## src/hdl/lpc_pkg.sv

```systemverilog
// lpc_pkg: shared types and constants of the lidar point colorizer
// request and response beat structs, csr register indexes, pixel coordinate width
// no dependencies
`timescale 1ns / 1ps

package lpc_pkg;

   typedef struct packed {
      logic               action;
      logic [9:0]         pixel_col;
      logic [8:0]         pixel_row;
      logic [7:0]         red_in;
      logic [7:0]         green_in;
      logic [7:0]         blue_in;
      logic signed [31:0] point_x;
      logic signed [31:0] point_y;
      logic signed [31:0] point_z;
   } req_type;

   typedef struct packed {
      logic signed [31:0] cam_x;
      logic signed [31:0] cam_y;
      logic signed [31:0] cam_z;
      logic [7:0]         red_out;
      logic [7:0]         green_out;
      logic [7:0]         blue_out;
   } rsp_type;

   // result of one projection unit
   localparam int COORD_W = 20;

   typedef struct packed {
      logic                       done;
      logic signed [COORD_W-1:0]  coord;
   } proj_out_type;

   localparam logic ACT_PIXEL = 1'b0;
   localparam logic ACT_POINT = 1'b1;

   localparam logic [2:0] CSR_FOCAL   = 3'd0;
   localparam logic [2:0] CSR_CCOL    = 3'd1;
   localparam logic [2:0] CSR_CROW    = 3'd2;
   localparam logic [2:0] CSR_SHIFT_X = 3'd3;
   localparam logic [2:0] CSR_SHIFT_Y = 3'd4;
   localparam logic [2:0] CSR_SHIFT_Z = 3'd5;

endpackage

```

## src/hdl/lpc_proj.sv

```systemverilog
// lpc_proj: pinhole projection of one axis, round((f*a/z + c) / 65536) with saturated quotient
// one multiply, then a bit-serial restoring divider over 32 quotient bits
// depends on lpc_pkg
`timescale 1ns / 1ps

module lpc_proj (
   input  logic                 clock,
   input  logic                 reset,
   input  logic                 start,
   input  logic signed [31:0]   coord_a,
   input  logic [31:0]          depth_z,
   input  logic [30:0]          focal,
   input  logic [30:0]          center,
   output lpc_pkg::proj_out_type result
);

   localparam logic [2:0] ST_IDLE = 3'd0;
   localparam logic [2:0] ST_MUL  = 3'd1;
   localparam logic [2:0] ST_PRE  = 3'd2;
   localparam logic [2:0] ST_DIV  = 3'd3;
   localparam logic [2:0] ST_FIN  = 3'd4;

   logic [2:0]  state_ff, state_in;
   logic        neg_ff, neg_in;
   logic [62:0] mag_ff, mag_in;
   logic [31:0] rem_ff, rem_in;
   logic [31:0] quo_ff, quo_in;
   logic [4:0]  cnt_ff, cnt_in;
   logic        ovf_ff, ovf_in;
   logic        done_ff, done_in;
   logic signed [lpc_pkg::COORD_W-1:0] coord_ff, coord_in;

   logic signed [63:0] prod;
   logic [31:0]        shifted;
   logic               ge;
   logic               nz;
   logic               sat_pos, sat_neg;
   logic signed [35:0] qv, term, wsum;
   logic [35:0]        wmag;
   logic [18:0]        rnd;

   always_comb begin
      prod    = $signed({1'b0, focal}) * coord_a;
      shifted = {rem_ff[30:0], quo_ff[31]};
      ge      = shifted >= depth_z;
      nz      = rem_ff != 32'd0;
      sat_pos = !neg_ff && (ovf_ff || quo_ff[31]);
      sat_neg = neg_ff && (ovf_ff || (quo_ff > 32'h8000_0000) ||
                           (quo_ff == 32'h8000_0000 && nz));
      if (!neg_ff && quo_ff == 32'h7FFF_FFFF && nz) begin
         sat_pos = 1'b1;
      end
      // twice the truncated quotient, plus one when a remainder is left over
      qv = $signed({3'b000, quo_ff, nz});
      if (neg_ff) begin
         qv = -qv;
      end
      if (sat_pos) begin
         term = 36'sh0_FFFF_FFFE;
      end else if (sat_neg) begin
         term = -36'sh1_0000_0000;
      end else begin
         term = qv;
      end
      wsum = term + $signed({4'b0000, center, 1'b0});
      wmag = wsum[35] ? 36'(-wsum) : wsum;
      rnd  = wmag[35:17] + 19'(wmag[16]);
   end

   always_comb begin
      state_in = state_ff;
      neg_in   = neg_ff;
      mag_in   = mag_ff;
      rem_in   = rem_ff;
      quo_in   = quo_ff;
      cnt_in   = cnt_ff;
      ovf_in   = ovf_ff;
      done_in  = 1'b0;
      coord_in = coord_ff;
      unique case (state_ff)
         ST_IDLE: begin
            if (start) begin
               state_in = ST_MUL;
            end
         end
         ST_MUL: begin
            neg_in   = prod[63];
            mag_in   = prod[63] ? 63'(-prod) : prod[62:0];
            state_in = ST_PRE;
         end
         ST_PRE: begin
            rem_in   = {1'b0, mag_ff[62:32]};
            quo_in   = mag_ff[31:0];
            ovf_in   = {1'b0, mag_ff[62:32]} >= depth_z;
            cnt_in   = 5'd0;
            state_in = ST_DIV;
         end
         ST_DIV: begin
            rem_in = ge ? shifted - depth_z : shifted;
            quo_in = {quo_ff[30:0], ge};
            cnt_in = cnt_ff + 5'd1;
            if (cnt_ff == 5'd31) begin
               state_in = ST_FIN;
            end
         end
         ST_FIN: begin
            coord_in = wsum[35] ? -$signed({1'b0, rnd}) : $signed({1'b0, rnd});
            done_in  = 1'b1;
            state_in = ST_IDLE;
         end
         default: begin
            state_in = ST_IDLE;
         end
      endcase
   end

   always_ff @(posedge clock) begin
      if (reset) begin
         state_ff <= ST_IDLE;
         done_ff  <= 1'b0;
      end else begin
         state_ff <= state_in;
         done_ff  <= done_in;
      end
      neg_ff   <= neg_in;
      mag_ff   <= mag_in;
      rem_ff   <= rem_in;
      quo_ff   <= quo_in;
      cnt_ff   <= cnt_in;
      ovf_ff   <= ovf_in;
      coord_ff <= coord_in;
   end

   assign result.done  = done_ff;
   assign result.coord = coord_ff;

endmodule

```

## config.mk

```make
export PLATFORM = sky130hd
export DESIGN_NAME = lpc_proj
export DESIGN_NICKNAME = d
export VERILOG_FILES = /design/src/hdl/lpc_pkg.sv /design/src/hdl/lpc_proj.sv
export SDC_FILE = /design/constraint.sdc
export NUM_CORES = 2
export LEC_CHECK = 0
export BUFFER_PORTS_ARGS = -buffer_cell sky130_fd_sc_hd__buf_2
export CAP_MARGIN = 30
export CORE_MARGIN = 1
export CORE_UTILIZATION = 40
export CTS_CLUSTER_DIAMETER = 80
export DETAILED_ROUTE_END_ITERATION = 12
export PLACE_DENSITY = 0.65
export SYNTH_ARGS = -nofsm -noshare
export SYNTH_HDL_FRONTEND = slang
export SYNTH_SLANG_ARGS = --single-unit
```

## constraint.sdc

```tcl
create_clock -name clock -period 13.48 [get_ports clock]
set_input_delay 4.044 -clock clock [delete_from_list [all_inputs] [get_ports clock]]
set_output_delay 4.044 -clock clock [all_outputs]
set_load 0.03 [all_outputs]
```

==> impl_metrics.csv <==
group,metric,value,unit
floorplan,start_util,40.4,%
layout,stdcell_area,0.0503,sq mm
timing,setup_viol,0,
floorplan,die_x,344,um
logic_synthesis,synth_area,0.0469,sq mm
floorplan,core-area,0.116,sq mm
global_route,antenna_found_initial,9,
layout,layout_commonest_cell,"inv_1",
logic_synthesis,synth_edf_count,154,
clock_tree,cts_made_buffers,17,
setup_path,worstSetupStartpointType,"input port",
setup_path,rr_worst_depth,31,
logic_synthesis,avgSynthCellArea,8.89,sq um
setup_path,end_kind,"flop",
job,drv_cap,0,
clock_tree,clock_path_buffers,2,
clock_tree,cts_root_buf,"clkbuf_16",
global_route,grt-ovfl-total,0,
setup_path,r2r-start,"rem_ff[25]",
timing,max_slew_margin,37.0,%
floorplan,die-area,0.119,sq mm
floorplan,ioPinCount,150,
logic_synthesis,synth.yosys.warnings,0,
setup_path,worstPathRequired,13670,ps
setup_path,cp.depth,33,
setup_path,critPathMostFrequentCell,"fa_1",
timing,hold_viol,0,
place,gp_congestion,0.917,
layout,drive_gt1_share,7.56,%
place,hpwl,108000,um
route,vias_per_cell,5.26,
route,final_antenna_net_count,0,
timing,fmax,77.4,MHz
logic_synthesis,synthCells,5277,
timing,fin_crit,12920,ps
layout,final_core_util,43.3,%
setup_path,cp_slowest_stage_delay,560,ps
floorplan,die_h,344,um
timing,tns,0,ps
setup_path,critPathBufInv,10,
clock_tree,ctsResizeCount,0,
route,via_count,36100,
worst_hold_path,hp-start,"state_ff[0]",
place,port-buffer-count,149,
logic_synthesis,ys.flop_type,"edfxtp_1",
worst_hold_path,hold_depth,1,
route,drtIter0Drc,2419,
timing,rsz0062_at_grt,"no",
clock_tree,cts.sinks,158,
setup_path,critPathArrivalTime,13120,ps
clock_tree,cts_tree,"built",
route,drtPass1Iterations,5,
route,route.detailed.wl_per_inst,18.8,um
route,drc,0,
setup_path,r2r_end,"coord_ff[18]",
global_route,track_usage,22.2,%
route,finalWirelength,129000,um
logic_synthesis,synth.distinct_cells,97,
place,place_area,0.0497,sq mm
logic_synthesis,ys_seq_elements,158,
layout,syn_to_final_growth,7.32,%
logic_synthesis,async_reset_ff_share,0,%
timing,timing.clock.skew,13.6,ps
timing,final_max_slew_viol_count,0,
layout,layout_common_cells,"inv_1, fa_1, nand2_1",
timing,period_share,95.9,%
global_route,grt_max_degree,72,
setup_path,critPathTopFamily,"adder cells",
clock_tree,clk-insertion-delay-late,450,ps
worst_hold_path,hold_path.class,"flop to flop",
setup_path,cpMaxStageDelayCell,"fa_1",
floorplan,num_rows,125,
logic_synthesis,synth_nets,6673,
setup_path,critPathKind,"input port to flop",
setup_path,r2r_slack,4290,ps
clock_tree,htree_levels,4,
clock_tree,clkTransAtPathRegs,80,ps
clock_tree,cts_hold_buf,0,
global_route,grt_pass1_wl,207000,um
outcome,status,"completed",
worst_hold_path,holdPathEnd,"state_ff[1]",
setup_path,worstPathMaxFanout,17,
global_route,grt_pass1_vias,37400,
clock_tree,cts_setup_buffers,0,
timing,tightest_slew,941,ps
layout,nets,6711,
logic_synthesis,yosysSeqAreaShare,10.0,%
synth_stat cells (9+ instances only):
master / count / area share (%)
a211o_1: 13 / 0.24
nand4_1: 38 / 0.51
nand2_1: 745 / 6.0
edfxtp_1: 154 / 9.9
xnor2_1: 128 / 2.4
o21ai_1: 12 / 0.13
and3_1: 32 / 0.43
or2_2: 10 / 0.13
and2_1: 423 / 5.6
nor2b_1: 41 / 0.55
nand2b_1: 49 / 0.65
nor2_1: 150 / 1.2
a211oi_1: 47 / 0.75
nor4_1: 18 / 0.24
fa_1: 869 / 37
a21oi_1: 148 / 1.6
inv_1: 985 / 7.9
o21a_1: 16 / 0.26
nor3_1: 62 / 0.66
mux2_2: 30 / 0.72
nand3_1: 55 / 0.59
o21bai_1: 20 / 0.32
o21ai_0: 131 / 1.4
o31ai_1: 12 / 0.19
buf_2: 10 / 0.11
clkbuf_1: 247 / 2.0
a31oi_1: 26 / 0.35
and4_1: 9 / 0.17
or3_1: 19 / 0.25
nor3b_1: 9 / 0.14
ha_1: 398 / 11
a21o_1: 85 / 1.4
mux2i_1: 32 / 0.68
xor2_1: 74 / 1.4
o211ai_1: 16 / 0.26
a21boi_0: 11 / 0.18
registers in the layout, summed over array words and instances (netlist names):
signal,cells
coord_ff,20
cnt_ff,5
rem_ff,32
ovf_ff,1
quo_ff,32
neg_ff,1
done_ff,1
state_ff,3
mag_ff,63
layout make-up:
type,instances,area [sq um]
fill,11300,65900
multi-input combinational,3866,37500
sequential,158,4700
inverter,986,3700
tap,1524,1910
timing repair buffer,286,1880
clock buffer,17,425
clock inverter,15,201
antenna,5,12.5
through the flow:
step                worst slack, ps  std cells  hold slack (ps)
floorplan                       331       5277              473
global placement                175       6820              513
detailed placement              139       6820              522
CTS                             589       6852              547
global route                   30.8       6857              556
finish                          558       6857              549
worst register-to-register path: cells and delay by family, from the launching register on:
kind                       cells  cell delay (ps)
adders and majority gates      4             1230
and+or+nand+nor               13             4060
xor gates and xnor gates       1              170
buffers and inverters          2              380
AOI/OAI and AO/OA             11             2680
DFF                            1              420
kinds of logic after synthesis:
family	count (synthesis)	synth area share, %
AO/OA/AOI/OAI	625	8.77
buffers and inverters	1253	10.1
AND/OR/NAND/NOR	1706	18.1
XOR/XNOR	205	3.88
multiplexers	63	1.43
adder cells (fa/ha/maj)	1267	47.7
flip-flops	158	10.0
how the worst max path moves through the flow:
stage                from          to
5_1_grt        coord_a[5]  mag_ff[62]
3_5_place_dp   coord_a[7]  mag_ff[62]
3_3_place_gp   coord_a[7]  mag_ff[62]
4_1_cts         focal[10]  mag_ff[61]
2_1_floorplan  coord_a[4]  mag_ff[62]
6_report       coord_a[5]  mag_ff[62]
per-layer routing:
metal / GRT usage, % / routed length [um] / vias to the layer above
met5: 0 / 34 / -
met1: 31.5 / 57900 / 17900
met3: 4.99 / 11900 / 154
li1: - / - / 16600
met4: 5.43 / 2780 / 6
met2: 34.3 / 56600 / 1360
Power is not shown: default switching activity piles up to over one toggle a cycle in this logic, so the estimate is an artifact.
